$ cat config.mk
export PLATFORM = sky130hd
export DESIGN_NAME = mstt_cell
export DESIGN_NICKNAME = d
export VERILOG_FILES = /design/src/hw/rtl/mstt_pkg.sv /design/src/hw/rtl/mstt_cell.sv
export SDC_FILE = /design/constraint.sdc
export NUM_CORES = 1
export LEC_CHECK = 0
export BUFFER_PORTS_ARGS = -buffer_cell sky130_fd_sc_hd__buf_2
export CORE_UTILIZATION = 30
export DETAILED_ROUTE_END_ITERATION = 6
export HOLD_SLACK_MARGIN = 0.05
export PLACE_DENSITY = 0.61
export SETUP_SLACK_MARGIN = 0.05
export SYNTH_ARGS = -nofsm -noshare
export SYNTH_HDL_FRONTEND = slang
export SYNTH_SLANG_ARGS = --single-unit
$ cat constraint.sdc
create_clock -name clk -period 7 [get_ports clk]
set_input_delay 0.7 -clock clk [delete_from_list [all_inputs] [get_ports clk]]
set_output_delay 0.7 -clock clk [all_outputs]
set_load 0.005 [all_outputs]
$ cat src/hw/rtl/mstt_pkg.sv
// Shared types, codes and helpers for the deadline timer table.
package mstt_pkg;

	localparam logic [1:0] OpSched  = 2'd0;
	localparam logic [1:0] OpCancel = 2'd1;
	localparam logic [1:0] OpTick   = 2'd2;

	localparam logic [1:0] StOk       = 2'd0;
	localparam logic [1:0] StFull     = 2'd1;
	localparam logic [1:0] StNotFound = 2'd2;

	// At most this many timers fire on one tick.
	localparam int FireCntW = 5;
	localparam logic [FireCntW-1:0] MaxFires = FireCntW'(16);

	// Request as it travels along the row of slot cells.
	typedef struct packed {
		logic [1:0]          op;
		logic [47:0]         now;
		logic [31:0]         ivl;
		logic                rep;
		logic [31:0]         cid;
		logic [31:0]         nid;
		logic [47:0]         dl;
		logic                done;
		logic [FireCntW-1:0] nfire;
	} mstt_tok_t;

	// Time plus delay, saturating at the top of the 48-bit range.
	function automatic logic [47:0] sat_add48(input logic [47:0] t, input logic [31:0] d);
		logic [48:0] s;
		s = {1'b0, t} + {17'b0, d};
		return s[48] ? 48'hFFFF_FFFF_FFFF : s[47:0];
	endfunction

endpackage

$ cat src/hw/rtl/mstt_cell.sv
// One timer slot: holds its timer and passes the request on to the next slot.
module mstt_cell (
	input  logic              clk,
	input  logic              arst_n,
	input  logic              in_v,
	input  mstt_pkg::mstt_tok_t in_tok,
	output logic              out_v,
	output mstt_pkg::mstt_tok_t out_tok,
	output logic              fire,
	output logic [31:0]       fire_id
);
	import mstt_pkg::*;

	logic        in_use_q;
	logic        periodic_q;
	logic [31:0] period_q;
	logic [47:0] deadline_q;
	logic [31:0] owner_q;
	logic        out_v_q;
	mstt_tok_t   out_tok_q;

	logic        hit_free;
	logic        hit_cancel;
	logic [47:0] rearm_dl;
	mstt_tok_t   nxt_tok;

	assign hit_free   = in_v && (in_tok.op == OpSched) && !in_tok.done && !in_use_q;
	assign hit_cancel = in_v && (in_tok.op == OpCancel) && !in_tok.done && in_use_q
		&& (owner_q == in_tok.cid);
	assign fire       = in_v && (in_tok.op == OpTick) && in_use_q
		&& (deadline_q < in_tok.now) && (in_tok.nfire < MaxFires);
	assign fire_id    = owner_q;
	assign rearm_dl   = sat_add48(in_tok.now, period_q);

	always_comb begin
		nxt_tok = in_tok;
		nxt_tok.done = in_tok.done | hit_free | hit_cancel;
		if (fire) begin
			nxt_tok.nfire = in_tok.nfire + FireCntW'(1);
		end
	end

	always_ff @(posedge clk or negedge arst_n) begin
		if (!arst_n) begin
			in_use_q <= 1'b0;
			out_v_q  <= 1'b0;
		end else begin
			out_v_q <= in_v;
			if (hit_free) begin
				in_use_q <= 1'b1;
			end else if (hit_cancel) begin
				in_use_q <= 1'b0;
			end else if (fire && !periodic_q) begin
				in_use_q <= 1'b0;
			end
		end
	end

	always_ff @(posedge clk) begin
		out_tok_q <= nxt_tok;
		if (hit_free) begin
			periodic_q <= in_tok.rep;
			period_q   <= in_tok.ivl;
			deadline_q <= in_tok.dl;
			owner_q    <= in_tok.nid;
		end else if (fire && periodic_q) begin
			deadline_q <= rearm_dl;
		end
	end

	assign out_v   = out_v_q;
	assign out_tok = out_tok_q;

endmodule

---- Word level (Yosys, flattened, before mapping) ----
Cells that the tools add are included.
word-level totals
  output and inout port bits .............. 235
  bits of input ports ..................... 204
  bits in registers ....................... 316
  word-level logic and storage cells ...... 50
cells by class
  equal/unequal tests ..................... 3
  add/subtract/negate cells ............... 2
  magnitude comparators ................... 2
  multiplexer cells ....................... 7
  bitwise gates (word level) .............. 2
  reductions and logical operators ........ 19
operators by type and width
  cell                                                                    number
  48-bit 2-to-1 mux                                                       3
  48-bit by 32-bit adder with 49-bit output                               1
  48-bit < comparator                                                     1
  32-bit equality test                                                    1
  1-bit logical AND                                                       13
  5-bit by 1-bit adder with 5-bit output (second input constant)          1
  5-bit < comparator (second input constant)                              1
  5-bit 2-to-1 mux                                                        1
  1-bit zero test                                                         3
  1-bit 2-to-1 mux                                                        3
  3-bit nonzero test                                                      1
  2-bit by 1-bit equality test with 1-bit output (second input constant)  1
  2-bit equality test (second input constant)                             1
  2-bit zero test                                                         1
  1-bit OR                                                                2
  2-bit nonzero test                                                      1

---- Logic depth before layout (Yosys ltp) ----
Gate-level depths: netlist (run 1).
  word-level depth ........................ 9
  mapped depth ............................ 11
  gate-level depth less buffers ........... 10

---- Worst setup path before layout (run 1) ----
OpenSTA, ideal clock, no wires.
  path kind ............................... in2reg
  from .................................... input in_tok[168] in the netlist's numbering
  to ...................................... register deadline_q[0], enable pin
  cell stages on the path ................. 10
  path slack .............................. 776 ps
  library setup time ...................... 520 ps
  path buffers ............................ 0
  required time ........................... 6480 ps
  arrival ................................. 5704 ps
  cell sequence ........................... inv_1 -> ha_1 -> a21o_1 -> a21o_1 -> a21oi_1 -> nand2_1 -> a211o_1 -> a21oi_1 -> o2111ai_1 -> o21ai_0
between the ends
  cells in the longest elaborated chain, start to end .. 5
RTL lines
  what                             RTL line         text
  start: declaration               mstt_cell.sv:6   input mstt_pkg::mstt_tok_t in_tok,
  48-bit < comparator              mstt_cell.sv:31  && (deadline_q < in_tok.now) && (in_tok.nfire < MaxFires);
  1-bit logical AND (2 in series)  mstt_cell.sv:31
  1-bit logical AND                mstt_cell.sv:66  end else if (fire && periodic_q) begin
  2-bit nonzero test (no line)     --
  end signal: assignment           mstt_cell.sv:64  deadline_q <= in_tok.dl;
  end signal: assignment           mstt_cell.sv:67  deadline_q <= rearm_dl;
  end: declaration                 mstt_cell.sv:17  logic [47:0] deadline_q;
Every way passes these cells.
A chain may end at the register's enable or synchronous reset.

---- Final worst setup path (run 1) ----
  from .................................... register deadline_q[25]
  to ...................................... output fire
between the ends
  cells in the longest elaborated chain, start to end .. 3
RTL lines
  what                             RTL line         text
  48-bit < comparator              mstt_cell.sv:31
  1-bit logical AND (2 in series)  mstt_cell.sv:31
  end: declaration                 mstt_cell.sv:9   output logic fire,
Every way passes these cells.

==> results.yml, run 1 <==
worst_setup_path:
  critPathCaptureType: "output port"
  crit_family: "compound AO/OA/AOI/OAI gates"
  path_class: "reg2out"
  slowest_delay_ps: 400
  path_buf_inv: 2
  crit_fanout: 5
  arrival_ps: 3400
  crit_required_ps: 6300
  critical_path.slowest_cell: "o2111ai_1"
  crit_chain: "ha_1, a21o_1, a21o_1, a21oi_1, o21ai_0, a211o_1, a21oi_1, o2111ai_1, inv_1, buf_2"
  startpoint_type: "flip-flop"
timing:
  finClkSkew_ps: 21.5
  hold_viol_final: 0
  slew_viol_final: 0
  setup_viol: 0
  finalCritPeriodShare_pct: 58.6
  fmax_ghz: 0.244
  fin_crit_ps: 4100
  setup-tns-final_ps: 0
  worst_pin_slew_ps: 1030
  relSlewSlack_pct: 31.7
  rsz0062_at_grt: "no"
detailed_routing:
  postRouteAntennaNets: 0
  wl_per_cell_microns: 18.3
  wirelength_microns: 35900
  vias: 8997
  viasPerCell: 4.60
  drc: 0
  drtIter0Drc: 376
  drt_first_pass_iters: 4
logic_synthesis:
  ys_types: 64
  avgSynthCellArea_sq_um: 12.4
  syn_area_sq_um: 11800
  syn_inst: 950
  async_flop_share_pct: 0.633
  synth_edf_count: 113
  ys_seq_area_share_pct: 63.4
  synth_seq_cells: 316
  synth_ff_type: "dfxtp_1"
  yosysWarnings: 0
  syn_nets: 1235
placed_design:
  dp_cells: 1891
  port_buffers: 438
  gp_routability_congestion: 0.857
  dp_hpwl_microns: 27900
min_path:
  hold_class: "in2reg"
clock_tree:
  path_clk_slew_ps: 60
  cts_tree: "yes"
  clk_latency_ps: 550
  clock-sinks: 316
  ctsRootBufferMaster: "clkbuf_16"
  cts.path.max_buffers: 3
  cts_inserted_buffers: 35
  htree_levels: 2
global_routing:
  grt_overflow: 0
  met1_usage_pct: 20.9
  gr-usage-met3_pct: 4.38
  grt_pass1_wl_microns: 53300
  grt_max_degree: 49
  top_usage_layer: "met2"
  grt.total_usage_pct: 17.6
  grt_pass1_vias: 9167
  use_met2_pct: 30.5
  antenna_found_initial: 4
floorplanning:
  die_w_microns: 200
  core_sq_um: 38600
  initial_core_util_pct: 30.5
  die_y_microns: 200
  ios: 439
  dieArea_sq_um: 40000
  num_rows: 72
pwr:
  p_per_area_nw_per_um2: 269
  leakagePower_nw: 7.18
  vdd_drop_max_mv: 0.218
finish:
  nNetsFinal: 1696
  final_cells: 1957
  area_growth_pct: 33.5
  layout-drive-gt1-share_pct: 35.7
run:
  maxCapViolations: 0
status:
  run_status: "finished, final reports clean"
## power breakdown
part           switching [mW]  total, mW  leakage (nW)  internal, mW
combinational           0.223      0.403          3.87         0.180
clock                   0.775       1.82         0.563          1.04
sequential             0.0220       2.01          2.74          1.99
## layout make-up
type / instances / area, sq um
diodes: 2 / 5.00
clock buffers: 49 / 1030
clock inverters: 14 / 100
fillers: 3716 / 22900
inverters: 59 / 223
multi-input cells: 557 / 4030
flip-flops and latches: 316 / 7470
well taps: 518 / 648
repair buffers: 442 / 2220
## state kept, by name, indices dropped and copies added, names as in the netlist
signal,count
period_q,32
out_tok,201
in_use_q,1
out_v,1
fire_id,32
deadline_q,48
periodic_q,1
## path summary, 6_finish.rpt
| path | to | cells past startpoint | from | slack (ps) |
|---|---|---|---|---|
| worst max-delay path | fire | 10 | deadline_q[25]$_DFFE_PP_ | 2900 |
| worst min-delay path | out_tok[67]$_DFF_P_ | 1 | in_tok[67] | 260 |
| worst max register to register | deadline_q[18]$_DFFE_PP_ | 9 | period_q[27]$_DFFE_PP_ | 3150 |
| worst min register to register | in_use_q$_DFFE_PN0P_ | 1 | periodic_q$_DFFE_PP_ | 600 |
| max in group asynchronous | out_v$_DFF_PN0_ | 2 | arst_n | 6400 |
| min in group asynchronous | in_use_q$_DFFE_PN0P_ | 2 | arst_n | 490 |
## Yosys cell counts, drive strengths merged, types with 11 or more instances
master / count / share of area, %
dfxtp: 201 / 34
edfxtp: 113 / 29
a21oi: 92 / 3.9
ha: 80 / 8.5
nor2: 67 / 2.2
inv: 58 / 1.8
a21o: 39 / 2.5
xor2: 38 / 2.8
xnor2: 37 / 2.8
nand2: 31 / 0.99
o21ai: 26 / 1.1
nand4: 19 / 1.1
nor4: 13 / 0.69
clkbuf: 12 / 0.38
nor3: 12 / 0.51
nand3: 11 / 0.47
## stage by stage
step,hold WS [ps],power [mW],area (sq um),worst slack [ps],utilization (%)
2_1_floorplan,404,2.24,11800,776,-
3_3_place_gp,493,2.45,14600,2600,37.7
3_5_place_dp,497,2.46,14600,2500,37.7
4_1_cts,225,4.29,15700,2670,40.7
5_1_grt,238,4.39,15700,2570,40.7
6_report,260,4.23,15700,2900,40.7
## routing by layer
layer  up-vias  share of wire [%]
li1       4366                  -
met1      4234                 41
met2       333                 50
met3        60                6.5
met4         4                2.5
met5         -              0.045
## cells in the final DEF, fill, tap and decap left out, types with 5 or more instances in the layout
cell type / Yosys / final
xor2_1: 38 / 38
buf_2: 6 / 438
a21o_1: 39 / 39
clkbuf_1: 12 / 7
clkinv_2: 0 / 6
nor4_1: 13 / 13
ha_1: 80 / 80
clkbuf_16: 0 / 38
nor3_1: 12 / 12
dfxtp_1: 201 / 201
o21ai_0: 24 / 23
nor2_1: 66 / 66
nand2_1: 31 / 31
xnor2_1: 37 / 37
edfxtp_1: 113 / 113
a21oi_1: 92 / 92
inv_1: 58 / 57
a31oi_1: 6 / 6
nand4_1: 18 / 18
nand3_1: 11 / 11
o21bai_1: 5 / 5
o211ai_1: 5 / 5
## logic make-up (layout without fill, tap and decap cells)
logic type / count (synthesis) / after routing / synth area share (%)
other cells: 0 / 2 / 0
fa+ha+maj: 81 / 81 / 8.67
xor+xnor: 75 / 75 / 5.58
flops: 316 / 316 / 63.4
compound gates: 219 / 219 / 12.1
mux: 2 / 2 / 0.191
simple gates: 180 / 180 / 7.54
buf+inv: 77 / 564 / 2.52
## what timing repair did
action,in CTS,in global routing
gates resized for setup,0,0
setup buffers,0,0
endpoints found under the hold margin,2,0
hold buffers,1,0
No activity file was read; power rests on OpenSTA's default activity.
==> inputs of run 2 (changes only) <==
- ABC_AREA: not set -> 1
- PLACE_DENSITY: 0.61 -> 0.6
- clock period: 7 -> 3.91 ns (I/O delays scaled with it)
==> run 2 against run 1 <==
- synthesized cell count grew 65%
- setup slack worse by 2600 ps
- first-iteration DRC count grew 55%
- sequential share of layout area down 9.6 points
- count of clock-buffer cells in the layout is 3 lower
- critical endpoint unchanged
- highest routed layer is now met4
==> results.yml, run 2 <==
min_path:
  min_from: "in_tok[3]"
  whs_path_depth: 3
  holdPathEnd: "out_tok[3]$_DFF_P_"
  hold_class: "in2reg"
detailed_routing:
  wl_met2_microns: 25200
  drt_first_pass_iters: 5
  wirelength_microns: 51500
  highest_layer: "met4"
  wl_met1_microns: 21400
  wl_per_cell_microns: 18.0
  wl_met3_microns: 2690
  postRouteAntennaNets: 0
  vias: 12700
  viasPerCell: 4.45
  drtIter0Drc: 581
  drc: 0
timing:
  fmax_ghz: 0.279
  finalCritPeriodShare_pct: 91.8
  relSlewSlack_pct: 34.9
  hold_viol_final: 0
  setup_viol: 0
  slew_viol_final: 0
  finClkSkew_ps: 30.3
  worst_pin_slew_ps: 977
  fin_crit_ps: 3590
  setup-tns-final_ps: 0
  rsz0062_at_grt: "no"
  hold_ws_ps: 93.2
worst_setup_path:
  startpoint_type: "input pin"
  ff2ff_path_depth: 14
  critPathCaptureType: "output port"
  path_class: "in2out"
  crit_fanout: 8
  crit_required_ps: 3520
  reg2reg_slack_ps: 1000
  reg2reg_from: "period_q[0]$_DFFE_PP_"
  reg2reg_to: "deadline_q[47]$_DFFE_PP_"
  arrival_ps: 3200
logic_synthesis:
  synth_top_family_by_area: "simple AND/OR/NAND/NOR gates"
  synthMuxAreaShare_pct: 0
  ys_seq_area_share_pct: 54.9
  synth.area.top_cells: "dfxtp_1 30%, edfxtp_1 25%, nand2_1 13%"
  synth_ff_type: "dfxtp_1"
  synth.top_cell.area_share_pct: 29.6
  avgSynthCellArea_sq_um: 8.66
  synth_edf_count: 113
  syn_area_sq_um: 13600
  synth_xor_area_share_pct: 2.06
  synth_compound_area_share_pct: 3.84
  yosysWarnings: 0
  syn_inst: 1570
  synth_area_leader_cell: "dfxtp_1"
  syn_nets: 1855
  ys_types: 38
  synth_seq_cells: 316
  yosysMostFrequentCell: "nand2_1"
  synth_common_cells: "462 x nand2_1, 267 x inv_1, 201 x dfxtp_1, 150 x nor2_1, 113 x edfxtp_1"
  async_flop_share_pct: 0.633
  yosys.area_share.simple_pct: 23.7
  synthAdderAreaFrac_pct: 7.51
clock_tree:
  ctsRootBufferMaster: "clkbuf_16"
  cts_tree: "yes"
  htree_levels: 2
  cts_inserted_buffers: 35
  path_clk_slew_ps: 60
  clock-sinks: 316
  clk_latency_ps: 550
  cts.path.max_buffers: 3
global_routing:
  grt_overflow: 0
  antenna_found_initial: 0
  grt_pass1_wl_microns: 76500
  grt_pass1_vias: 13000
  grt_max_degree: 49
  grt.total_usage_pct: 22.1
pwr:
  leakagePower_nw: 9.87
  swShare_pct: 24.8
  p_per_area_nw_per_um2: 407
  pwr-share-seq_pct: 44.9
  vdd_drop_max_mv: 0.339
  netSwitchingPower_mw: 1.99
  power_frac_clock_pct: 42.7
  p_int_mw: 6.03
  combPwrFrac_pct: 12.3
finish:
  final_cells: 2854
  area_growth_pct: 44.8
  nNetsFinal: 2520
  layout-drive-gt1-share_pct: 25.1
  mostFrequentLayoutCell: "nand2_1"
  largest_reg_flops: 201
  most-common-layout-cells: "462 x nand2_1, 438 x buf_2, 266 x inv_1, 201 x dfxtp_1, 197 x dlygate4sd3_1"
floorplanning:
  initial_core_util_pct: 30.6
  core_sq_um: 44500
  ios: 439
  die_w_microns: 215
  dieArea_sq_um: 46200
  die_y_microns: 215
  num_rows: 77
placed_design:
  port_buffers: 438
  gp_routability_congestion: 1.00
  dp_hpwl_microns: 39700
  dp_cells: 2593
run:
  maxCapViolations: 0
status:
  run_status: "finished, final reports clean"
-- run 2: what timing repair did --
item / 4_1_cts / 5_1_grt
setup buffers: 0 / 0
resized for setup: 0 / 0
hold buffers: 197 / 0
endpoints found under the hold margin: 261 / 0
-- run 2: area by class of cell --
cell class / instances / area, sq um
fill: 4317 / 24800
sequential: 316 / 7470
multi-input combinational: 974 / 5070
timing repair buffer: 639 / 4210
inverter: 269 / 1010
clock buffer: 46 / 1000
tap: 592 / 741
clock inverter: 17 / 199
antenna: 1 / 2.50
-- run 2: power groups by stage --
stage,clock (mW),sequential [mW],combinational [mW]
after floorplan,0,3.68,0.371
after global placement,0,3.67,0.822
after detailed placement,0,3.67,0.831
after CTS,3.51,3.60,0.987
after global routing,3.64,3.61,1.09
final,3.42,3.60,0.988
-- run 2: how the worst max path moves through the flow --
stage	start	to	cells past startpoint
4_1_cts	in_tok[198]	fire	13
2_1_floorplan	in_tok[196]	deadline_q[0]$_DFFE_PP_	11
3_3_place_gp	in_tok[198]	deadline_q[12]$_DFFE_PP_	11
3_5_place_dp	in_tok[196]	deadline_q[12]$_DFFE_PP_	13
6_report	in_tok[198]	fire	13
5_1_grt	in_tok[198]	fire	13
-- run 2: critical path, stage by stage --
cell	delay [ps]
dlygate4sd3_1	530
buf_2	190
inv_1	140
ha_1	340
nand2_1	60
inv_1	80
nand3_1	180
nor3_1	230
nor4b_1	280
nand2_1	180
nand2_1	290
inv_1	150
buf_2	160
-- run 2: logic make-up after synthesis --
logic type,Yosys count
compound gates,93
xor+xnor,32
fa+ha+maj,81
buf+inv,280
flops,316
simple gates,768
-- run 2: per-layer routing --
metal | up-vias | GRT usage [%]
li1 | 6256 | -
met1 | 5940 | 26.3
met2 | 436 | 38.8
met3 | 76 | 3.62
met4 | 0 | 10.3
met5 | - | 0
-- run 2: per-stage QoR --
stage	area, sq um	power, mW	utilization, %	setup slack [ps]
5_1_grt	19700	8.34	44.2	154
6_report	19700	8.01	44.2	321
3_3_place_gp	16500	4.49	37.1	812
4_1_cts	19700	8.10	44.2	305
3_5_place_dp	16500	4.50	37.1	779
2_1_floorplan	13600	4.05	-	724
